<file path="src/sv/ced_pkg.sv">
// shared types, sizes and helpers for the case-insensitive edit distance core
`timescale 1ns / 1ps
package ced_pkg;

  localparam int MAX_LEN = 64;
  localparam int LEN_W   = $clog2(MAX_LEN + 1);
  localparam int ROW_W   = $clog2(MAX_LEN + 2);
  localparam int IDX_W   = (MAX_LEN > 1) ? $clog2(MAX_LEN) : 1;
  localparam int CNT_W   = $clog2(MAX_LEN + 1);
  localparam int DIST_W  = 7;
  localparam int CHAR_W  = 8;

  typedef enum logic [1:0] {
    ST_LOAD_A,
    ST_LOAD_B,
    ST_DRAIN
  } state_e;

  // per-cell load and init controls
  typedef struct packed {
    logic              load;
    logic              init;
    logic [CHAR_W-1:0] ch;
  } cell_ctl_t;

  // data handed from one cell to the next
  typedef struct packed {
    logic              valid;
    logic [CHAR_W-1:0] ch;
    logic [ROW_W-1:0]  left;
    logic [ROW_W-1:0]  diag;
  } wave_t;

  function automatic logic [CHAR_W-1:0] fold_byte(input logic [CHAR_W-1:0] c);
    logic [CHAR_W-1:0] r;
    r = c;
    if (c >= 8'd65 && c <= 8'd90) begin
      r = c + 8'd32;
    end
    return r;
  endfunction

  function automatic logic [DIST_W-1:0] sat_dist(input logic [ROW_W-1:0] v);
    logic [31:0] w;
    w = 32'(v);
    if (w > 32'd127) begin
      return 7'd127;
    end
    return w[DIST_W-1:0];
  endfunction

endpackage

</file>
<file path="src/sv/case_insensitive_edit_distance_core.sv">
// Levenshtein distance (case-insensitive) over a row of MAX_LEN systolic cells.
// Throughput: one item per cycle while strings load; busy_o stays low then.
// Drain: after the last second-string item, busy_o stays high while the last
// update wave runs down the cell row, then done_o pulses one cycle.
// Reset: asynchronous, active low; returns to loading the first string.
// Results cannot be stalled: done_o marks distance_o/truncated_o for one cycle.
`timescale 1ns / 1ps
module case_insensitive_edit_distance_core import ced_pkg::*; (
  input  logic              clk_i,
  input  logic              rst_ni,
  input  logic              start_i,
  output logic              busy_o,
  input  logic              string_select_i,
  input  logic [CHAR_W-1:0] character_i,
  input  logic              has_character_i,
  input  logic              last_of_string_i,
  output logic              done_o,
  output logic [DIST_W-1:0] distance_o,
  output logic              truncated_o
);

  state_e            state_q, state_d;
  logic [LEN_W-1:0]  first_len_q, first_len_d;
  logic [LEN_W-1:0]  second_cnt_q, second_cnt_d;
  logic              ovf_q, ovf_d;
  logic [CNT_W-1:0]  drain_q, drain_d;
  logic              done_q, done_d;
  logic [DIST_W-1:0] dist_q;
  logic              trunc_q;

  logic              accept;
  logic              in_phase;
  logic              take_char;
  logic              init_row;
  logic              inject;
  logic              capture;
  logic [CHAR_W-1:0] folded;
  logic [LEN_W-1:0]  sel_idx;
  logic [ROW_W-1:0]  row_sel;

  wave_t             inj_q;
  wave_t             waves [MAX_LEN+1];
  cell_ctl_t         ctls  [MAX_LEN];
  logic [ROW_W-1:0]  row_vals [MAX_LEN];

  assign busy_o = (state_q == ST_DRAIN);
  assign accept = start_i && !busy_o;
  assign folded = fold_byte(character_i);

  always_comb begin
    state_d      = state_q;
    first_len_d  = first_len_q;
    second_cnt_d = second_cnt_q;
    ovf_d        = ovf_q;
    drain_d      = drain_q;
    done_d       = 1'b0;
    take_char    = 1'b0;
    init_row     = 1'b0;
    inject       = 1'b0;
    capture      = 1'b0;
    in_phase     = accept && (string_select_i == (state_q == ST_LOAD_B));
    case (state_q)
      ST_LOAD_A: begin
        if (in_phase) begin
          if (has_character_i) begin
            if (first_len_q < LEN_W'(MAX_LEN)) begin
              take_char   = 1'b1;
              first_len_d = first_len_q + LEN_W'(1);
            end else begin
              ovf_d = 1'b1;
            end
          end
          if (last_of_string_i) begin
            init_row     = 1'b1;
            second_cnt_d = '0;
            state_d      = ST_LOAD_B;
          end
        end
      end
      ST_LOAD_B: begin
        if (in_phase) begin
          if (has_character_i) begin
            if (second_cnt_q < LEN_W'(MAX_LEN)) begin
              inject       = 1'b1;
              second_cnt_d = second_cnt_q + LEN_W'(1);
            end else begin
              ovf_d = 1'b1;
            end
          end
          if (last_of_string_i) begin
            drain_d = CNT_W'(MAX_LEN);
            state_d = ST_DRAIN;
          end
        end
      end
      ST_DRAIN: begin
        if (drain_q != '0) begin
          drain_d = drain_q - CNT_W'(1);
        end else begin
          // wave has passed the last cell, row is final
          capture      = 1'b1;
          done_d       = 1'b1;
          first_len_d  = '0;
          second_cnt_d = '0;
          ovf_d        = 1'b0;
          state_d      = ST_LOAD_A;
        end
      end
      default: begin
        state_d = ST_LOAD_A;
      end
    endcase
  end

  always_ff @(posedge clk_i or negedge rst_ni) begin
    if (!rst_ni) begin
      state_q      <= ST_LOAD_A;
      first_len_q  <= '0;
      second_cnt_q <= '0;
      ovf_q        <= 1'b0;
      drain_q      <= '0;
      done_q       <= 1'b0;
      inj_q        <= '0;
    end else begin
      state_q      <= state_d;
      first_len_q  <= first_len_d;
      second_cnt_q <= second_cnt_d;
      ovf_q        <= ovf_d;
      drain_q      <= drain_d;
      done_q       <= done_d;
      inj_q.valid  <= inject;
      inj_q.ch     <= folded;
      // column zero of the row is the second-string count itself
      inj_q.left   <= ROW_W'(second_cnt_q) + ROW_W'(1);
      inj_q.diag   <= ROW_W'(second_cnt_q);
    end
  end

  always_ff @(posedge clk_i) begin
    if (capture) begin
      dist_q  <= sat_dist(row_sel);
      trunc_q <= ovf_q;
    end
  end

  assign waves[0] = inj_q;

  for (genvar k = 0; k < MAX_LEN; k++) begin : g_cell
    assign ctls[k].load = take_char && (first_len_q == LEN_W'(k));
    assign ctls[k].init = init_row;
    assign ctls[k].ch   = folded;
    assign row_vals[k]  = waves[k+1].left;

    ced_cell u_cell (
      .clk_i  (clk_i),
      .rst_ni (rst_ni),
      .ctl_i  (ctls[k]),
      .idx_i  (ROW_W'(k + 1)),
      .wave_i (waves[k]),
      .wave_o (waves[k+1])
    );
  end

  assign sel_idx = first_len_q - LEN_W'(1);
  assign row_sel = (first_len_q == '0) ? ROW_W'(second_cnt_q) : row_vals[sel_idx[IDX_W-1:0]];

  assign done_o      = done_q;
  assign distance_o  = dist_q;
  assign truncated_o = trunc_q;

endmodule

</file>
<file path="src/sv/ced_cell.sv">
// one cell of the systolic row: a stored first-string byte and its row entry
`timescale 1ns / 1ps
module ced_cell import ced_pkg::*; (
  input  logic             clk_i,
  input  logic             rst_ni,
  input  cell_ctl_t        ctl_i,
  input  logic [ROW_W-1:0] idx_i,
  input  wave_t            wave_i,
  output wave_t            wave_o
);

  logic [CHAR_W-1:0] ch_q;
  logic [ROW_W-1:0]  val_q;
  logic              pv_q;
  logic [CHAR_W-1:0] pb_q;
  logic [ROW_W-1:0]  pdiag_q;

  logic              cost;
  logic [ROW_W-1:0]  up1;
  logic [ROW_W-1:0]  left1;
  logic [ROW_W-1:0]  sub;
  logic [ROW_W-1:0]  val_d;

  always_comb begin
    cost  = (ch_q != wave_i.ch);
    up1   = val_q + ROW_W'(1);
    left1 = wave_i.left + ROW_W'(1);
    sub   = wave_i.diag + ROW_W'(cost);
    val_d = up1;
    if (left1 < val_d) begin
      val_d = left1;
    end
    if (sub < val_d) begin
      val_d = sub;
    end
  end

  always_ff @(posedge clk_i or negedge rst_ni) begin
    if (!rst_ni) begin
      pv_q <= 1'b0;
    end else begin
      pv_q <= wave_i.valid;
    end
  end

  always_ff @(posedge clk_i) begin
    if (ctl_i.load) begin
      ch_q <= ctl_i.ch;
    end
    if (ctl_i.init) begin
      val_q <= idx_i;
    end else if (wave_i.valid) begin
      val_q <= val_d;
    end
    pb_q    <= wave_i.ch;
    // old entry becomes the diagonal of the next cell
    pdiag_q <= val_q;
  end

  assign wave_o.valid = pv_q;
  assign wave_o.ch    = pb_q;
  assign wave_o.left  = val_q;
  assign wave_o.diag  = pdiag_q;

endmodule

</file>
<file path="config.mk">
export PLATFORM = sky130hd
export DESIGN_NAME = case_insensitive_edit_distance_core
export DESIGN_NICKNAME = d
export VERILOG_FILES = /design/src/sv/ced_pkg.sv /design/src/sv/case_insensitive_edit_distance_core.sv /design/src/sv/ced_cell.sv
export SDC_FILE = /design/constraint.sdc
export NUM_CORES = 2
export LEC_CHECK = 0
export BUFFER_PORTS_ARGS = -buffer_cell sky130_fd_sc_hd__buf_2
export CAP_MARGIN = 20
export CORE_MARGIN = 2
export CORE_UTILIZATION = 59
export DETAILED_ROUTE_END_ITERATION = 8
export PLACE_DENSITY = 0.77
export SLEW_MARGIN = 5
export SYNTH_ARGS = -nofsm -noshare
export SYNTH_HDL_FRONTEND = slang
export SYNTH_HIERARCHICAL = 1
export SYNTH_SLANG_ARGS = --single-unit
</file>
<file path="constraint.sdc">
create_clock -name clk_i -period 13.8 [get_ports clk_i]
set_input_delay 0.69 -clock clk_i [delete_from_list [all_inputs] [get_ports clk_i]]
set_output_delay 0.69 -clock clk_i [all_outputs]
set_load 0.005 [all_outputs]
</file>
Yosys cells after proc, flatten, opt, wreduce, memory -nomap -nowiden --
Cells that the tools add are included. Widths: inputs -> output; s select.
Operators by class: add/sub/neg operators 134, magnitude comparators 133, eq/ne operators 142, muxes and demuxes 175, bitwise gates (word level) 1, reductions and logical operators 79
Operators by type and width (count):
- $mux 7 | 143
- $lt 7x7->1 | 128
- $ne 8x8->1 | 64
- $add 7x1->7 const B | 67
- $add 7x1->7 | 64
- $eq 7x6->1 const B | 32
- $eq 7x5->1 const B | 16
- $logic_and 1x1->1 | 67
- $eq 7x4->1 const B | 8
- $bmux 7 s6 | 1
- $eq 7x3->1 const B | 4
- $pmux 7 s2 | 2
- $pmux 7 s3 | 1
- $mux 1 | 20
- $ne 2x2->1 const B | 10
- $eq 7x2->1 const B | 2
- $lt 7x7->1 const B | 2
- $mux 2 | 5
- $reduce_and 5->1 | 2
- $add 8x6->8 const B | 1
- $ge 8x7->1 const B | 1
- $le 8x7->1 const B | 1
- $mux 8 | 1
- $reduce_and 8->1 | 1
- other kinds (19) | 21
Storage, ports and cells: bits in registers 2024, bits of input ports 14, output and inout bits 10, logic and storage cells 993

Depth between registers and ports, before layout --
depth after elaboration 7, depth in mapped cells 21, gate-level depth less buffers 19

Hierarchy --
Netlist, hierarchy kept.
By module, submodules not included:
- ced_cell (g_cell[19].u_cell ...) | instances 49, cells an instance 160, area an instance 1774.2 um^2, seq. area each 775.7 um^2
- ced_cell (g_cell[0].u_cell ...) | instances 13, cells an instance 177, area an instance 1895.6 um^2, seq. area each 775.7 um^2
- case_insensitive_edit_distance_core | instances 1, cells an instance 636, area an instance 6749.0 um^2, seq. area each 1441.4 um^2
- ced_cell (g_cell[9].u_cell) | instances 1, cells an instance 173, area an instance 1826.8 um^2, seq. area each 775.7 um^2
- ced_cell (g_cell[47].u_cell) | instances 1, cells an instance 157, area an instance 1725.4 um^2, seq. area each 775.7 um^2

Least setup slack after synthesis --
No wires, ideal clock.
path kind input -> register, start point input string_select_i, end point register g_cell[19].u_cell.val_q[0], enable pin, setup time 306 ps, arrival 4608 ps, data required time 13494 ps, setup slack 8885 ps, stages 7, buffers on the path 2, cell sequence xor2_1 o21ai_1 nand3_1 nor2_1 buf_4 clkbuf_1 or2_2
RTL lines:
- from (decl) | RTL line case_insensitive_edit_distance_core.sv:13 | input logic string_select_i,
- to (signal assigned) | RTL line ced_cell.sv:51 | val_q <= idx_i;
- to (signal assigned) | RTL line ced_cell.sv:53 | val_q <= val_d;
- to (decl) | RTL line ced_cell.sv:13 | logic [ROW_W-1:0] val_q;

Final worst setup path --
start point register g_cell[36].u_cell.val_q[0], end point register g_cell[36].u_cell.val_q[5], data pin
On the way: word-level cells in the longest chain between the ends 5
RTL lines:
- from (decl) | RTL line ced_cell.sv:13
- from (signal assigned) | RTL line ced_cell.sv:51
- from (signal assigned) | RTL line ced_cell.sv:53
- $add 7x1->7 * | RTL line ced_cell.sv:26 | up1 = val_q + ROW_W'(1);
- $lt 7x7->1 | RTL line ced_cell.sv:30 | if (left1 < val_d) begin
- $mux 7 * | RTL line ced_cell.sv:30
- $lt 7x7->1 | RTL line ced_cell.sv:33 | if (sub < val_d) begin
- $mux 7 * | RTL line ced_cell.sv:33
Mark *: on every way between the ends. The rest lies on a longest branch, timed or not. A chain may end at the register's enable or synchronous reset.

==> results by stage <==
Worst setup path:
- The critical path class is flop to flop.
- The worst register-to-register path has a depth of 18.
- The endpoint type of the worst setup path is a flop.
- The data arrival time at the worst-slack endpoint is 5.94 ns.
- Together, buffers and inverters on the worst path number 1.
- In this run the worst path has a maximum fanout of 11.
- The source of the critical timing path is g_cell[36].u_cell/val_q[0].
- The kind of cell with the highest combined delay on the critical path is compound AO/OA/AOI/OAI gates.
- The kind of start point of the critical path is a flop.
- Across all register-to-register paths, the minimum setup slack is 8.44 ns.
- Walking the worst path, the cells encountered are ha_1 -> xor2_1 -> inv_1 -> ha_1 -> a21oi_1 -> o21ai_0 -> a221o_1 -> nand4bb_1 -> and2_4 -> mux2i_1 -> ha_1 -> a21o_1 -> a21o_1 -> a21oi_1 -> nand2_1 -> o41ai_4 -> mux2i_1 -> o21ai_1.
- The worst register-to-register path begins at g_cell[36].u_cell/val_q[0].
- Counting stages on the worst path, the most repeated cell is ha_1.
- The logic depth of the worst path, buffers included is 18.
- The required time of the critical path is 14.38 ns.
- The maximum cell stage delay along the critical path is ~0.82 ns.
- The end of the worst register-to-register path is g_cell[36].u_cell/val_q[5].
- The critical-path cell with the highest stage delay is o41ai_4.

Die:
- The site row count is 166.
- During I/O placement, the number of pins put on the boundary was 24.
- The core region is 205,000 µm².
- The die area is 210,000 µm².
- The initial cell density of the core is 59.4%.
- Measured along the y axis, the die boundary spans approximately 460 µm.
- The die is roughly 460 µm wide.

Power and ir drop:
- Summed over all cells, the static leakage comes to around 53 nW.
- The worst-case IR drop observed on VDD is roughly 0.14 mV.
- The design draws between 15 and 20 mW.
- The areal power density over the cells is 139 nW/µm².

Final layout:
- The share of layout cells above drive strength 1 is 13.8%.
- Summing all non-filler instances in the final layout gives an area of 131,000 µm².
- In the final layout, the multi-input gates occupy 67,400 µm².
- After filler insertion, the fill cell instance count of the layout stands at 15,400.
- The area growth from synthesis to final layout is 8.15%.
- The total area of sequential cells is 50,800 µm².
- After the last flow step, the layout net total stands at 12,400.

STA:
- The fmax is around 0.19 GHz.
- Setup repair after global routing left no endpoint under its margin.
- The transition time at the pin with the least slew margin is 1.17 ns.
- After layout, the minimum clock period comes to 5.36 ns.
- The total setup violations reported at the end of the flow is 0.
- The number of hold violations in the final report is 0.
- The final-report max-slew violation count is 0.
- Measured against its own limit, the worst slew margin works out to 22.1%.
- The post-route fraction of the period consumed by the critical path is 38.8%.
- The worst setup slack after layout is around 8.4 ns.
- The final total negative setup slack is 0 ns.
- The final worst clock skew is 0.0403 ns.

Clock network:
- The setup fix buffers added after clock tree synthesis is 0.
- The clock latency on the worst-skew pair is 0.86 ns.
- The root buffer cell chosen for the clock tree is clkbuf_16.
- After clock tree synthesis, the clock-pin slew on the worst setup and hold paths is ~0.070 ns.
- The total clock buffers created by CTS is 205.
- The hold buffer count at CTS is 1.
- The longest clock path from root to sink contains 3 buffers.
- The number of instances resized during post-cts repair is 0.
- The CTS tree is done.
- The H-tree level count is 4.
- Clock tree synthesis found a total of 2,024 sinks.

Run:
- Across the run, the number of max-cap violations was 0.

Logic synthesis:
- The number of warnings issued by yosys is 6.
- Counting every instance in the synthesized netlist gives 11,100.
- Averaged over all synthesized cells, the footprint is roughly 11 µm².
- The post-synthesis instance area is 122,000 µm².

Min path:
- The number of instances on the worst hold path is 3.
- The start point of the worst min-delay path is string_select_i.
- The path with the worst hold slack has its endpoint at drain_q[6].
- In this run the worst hold path is classified as primary input to flop.

Detailed routing:
- The routed layout has 85,400 vias.
- After detailed routing, the number of remaining DRC violations is 0.
- The total routed wirelength is 297 mm.
- Dividing the detail-routed wire length by the instance count gives 20.8 µm.
- The violation count after the first detailed-route iteration is 6,478.
- Once detail routing completed, the nets flagged for antenna violations numbered 0.
- The first detailed-routing pass ran for 6 iterations.
- The number of vias per cell after detailed routing is 5.97.

Placement:
- The instance area at placement is 124,000 µm².
- The number of buffers added on ports is 23.
- The HPWL after detailed placement is 217 mm.
- The placement-stage worst setup slack is 8.57 ns.
- The routability-driven placement congestion ratio is around 0.95.

Global routing:
- The number of antenna violations at the first check in global routing is 5.
- The first global-routing pass estimated 468 mm of wire.
- The number of global-route vias before repair is 85,500.
- Entering global routing, the biggest net connects 210 pins.
- Global routing used ~28% of the available tracks across all layers.
- The overflow left after global routing is 0.

Outcome:
- The run finished with clean final reports.
==> registers in the layout, indices dropped and copies added, names as in the netlist <==
| name | count |
|---|---|
| distance_o | 7 |
| done_o | 1 |
| drain_q | 7 |
| first_len_q | 7 |
| g_cell.u_cell/ch_q | 512 |
| g_cell.u_cell/pb_q | 504 |
| g_cell.u_cell/pdiag_q | 441 |
| g_cell.u_cell/pv_q | 63 |
| g_cell.u_cell/val_q | 448 |
| inj_q | 23 |
| ovf_q | 1 |
| second_cnt_q | 7 |
| state_q | 2 |
| truncated_o | 1 |
==> worst register-to-register path: stages (launching register included) <==
cell	delay (ns)
edfxtp_1	0.66
ha_1	0.27
xor2_1	0.21
inv_1	0.07
ha_1	0.28
a21oi_1	0.12
o21ai_0	0.10
a221o_1	0.36
nand4bb_1	0.17
and2_4	0.24
mux2i_1	0.38
ha_1	0.32
a21o_1	0.16
a21o_1	0.16
a21oi_1	0.18
nand2_1	0.17
o41ai_4	0.82
mux2i_1	0.31
o21ai_1	0.08
==> metal layers <==
layer	global-route usage, %	part of all wire, %	vias up
li1	-	-	40800
met1	35.2	42	41700
met2	47.5	48	2317
met3	3.58	5.2	596
met4	12.4	4.6	4
met5	0	0.0094	-
==> how the worst max path moves through the flow <==
stage | endpoint | slack, ns
floorplan | g_cell[19].u_cell/val_q[0] | 8.89
global placement | g_cell[36].u_cell/val_q[5] | 8.69
detailed placement | g_cell[36].u_cell/val_q[5] | 8.57
CTS | g_cell[36].u_cell/val_q[5] | 8.55
global route | g_cell[43].u_cell/val_q[5] | 8.10
finish | g_cell[36].u_cell/val_q[5] | 8.44
==> stage by stage <==
stage | cells | util (%) | hold WS [ns]
3_5_place_dp | 13900 | 60.6 | 0.352
4_1_cts | 14300 | 64.2 | 0.195
3_3_place_gp | 13900 | 60.6 | 0.351
5_1_grt | 14300 | 64.2 | 0.213
2_1_floorplan | 11500 | - | 0.346
6_report | 14300 | 64.2 | 0.253
==> area by class of cell <==
class                      count  share of cell area, %
antenna                        2                0.00381
clock buffer                 270                   4.43
clock inverter               121                   1.07
inverter                     600                   1.73
multi-input combinational   8558                   51.2
sequential                  2024                   38.6
tap                         2688                   2.56
timing repair buffer          52                  0.338
==> where the power goes <==
| group | switching (mW) | total [mW] | internal [mW] | leakage, nW |
|---|---|---|---|---|
| registers | 0.438 | 7.22 | 6.78 | 18.2 |
| clock network | 2.50 | 5.86 | 3.36 | 3.55 |
| logic | 2.95 | 5.19 | 2.24 | 31.7 |
| total | 5.89 | 18.3 | 12.4 | 53.4 |
==> layout by cell type, fill, tap and decap left out, types with 87 or more instances in the layout <==
cell type and instances:
nand3_2 89, inv_1 587, edfxtp_1 968, o21ai_0 269, xnor2_1 408, nor2_1 562
nor3b_2 147, mux2i_1 261, o211ai_1 138, nand2_1 956, ha_1 904, nand4_1 87
a21oi_1 279, o21ai_1 226, o21a_1 128, conb_1 448, dfrtp_1 110, or2_2 113
a21o_1 118, a221oi_2 148, clkbuf_16 214, nand3_1 440, dfxtp_1 945, and3_1 162
mux4_2 112, xor2_1 1006, nor4_1 131
No activity file was read; power rests on OpenSTA's default activity.
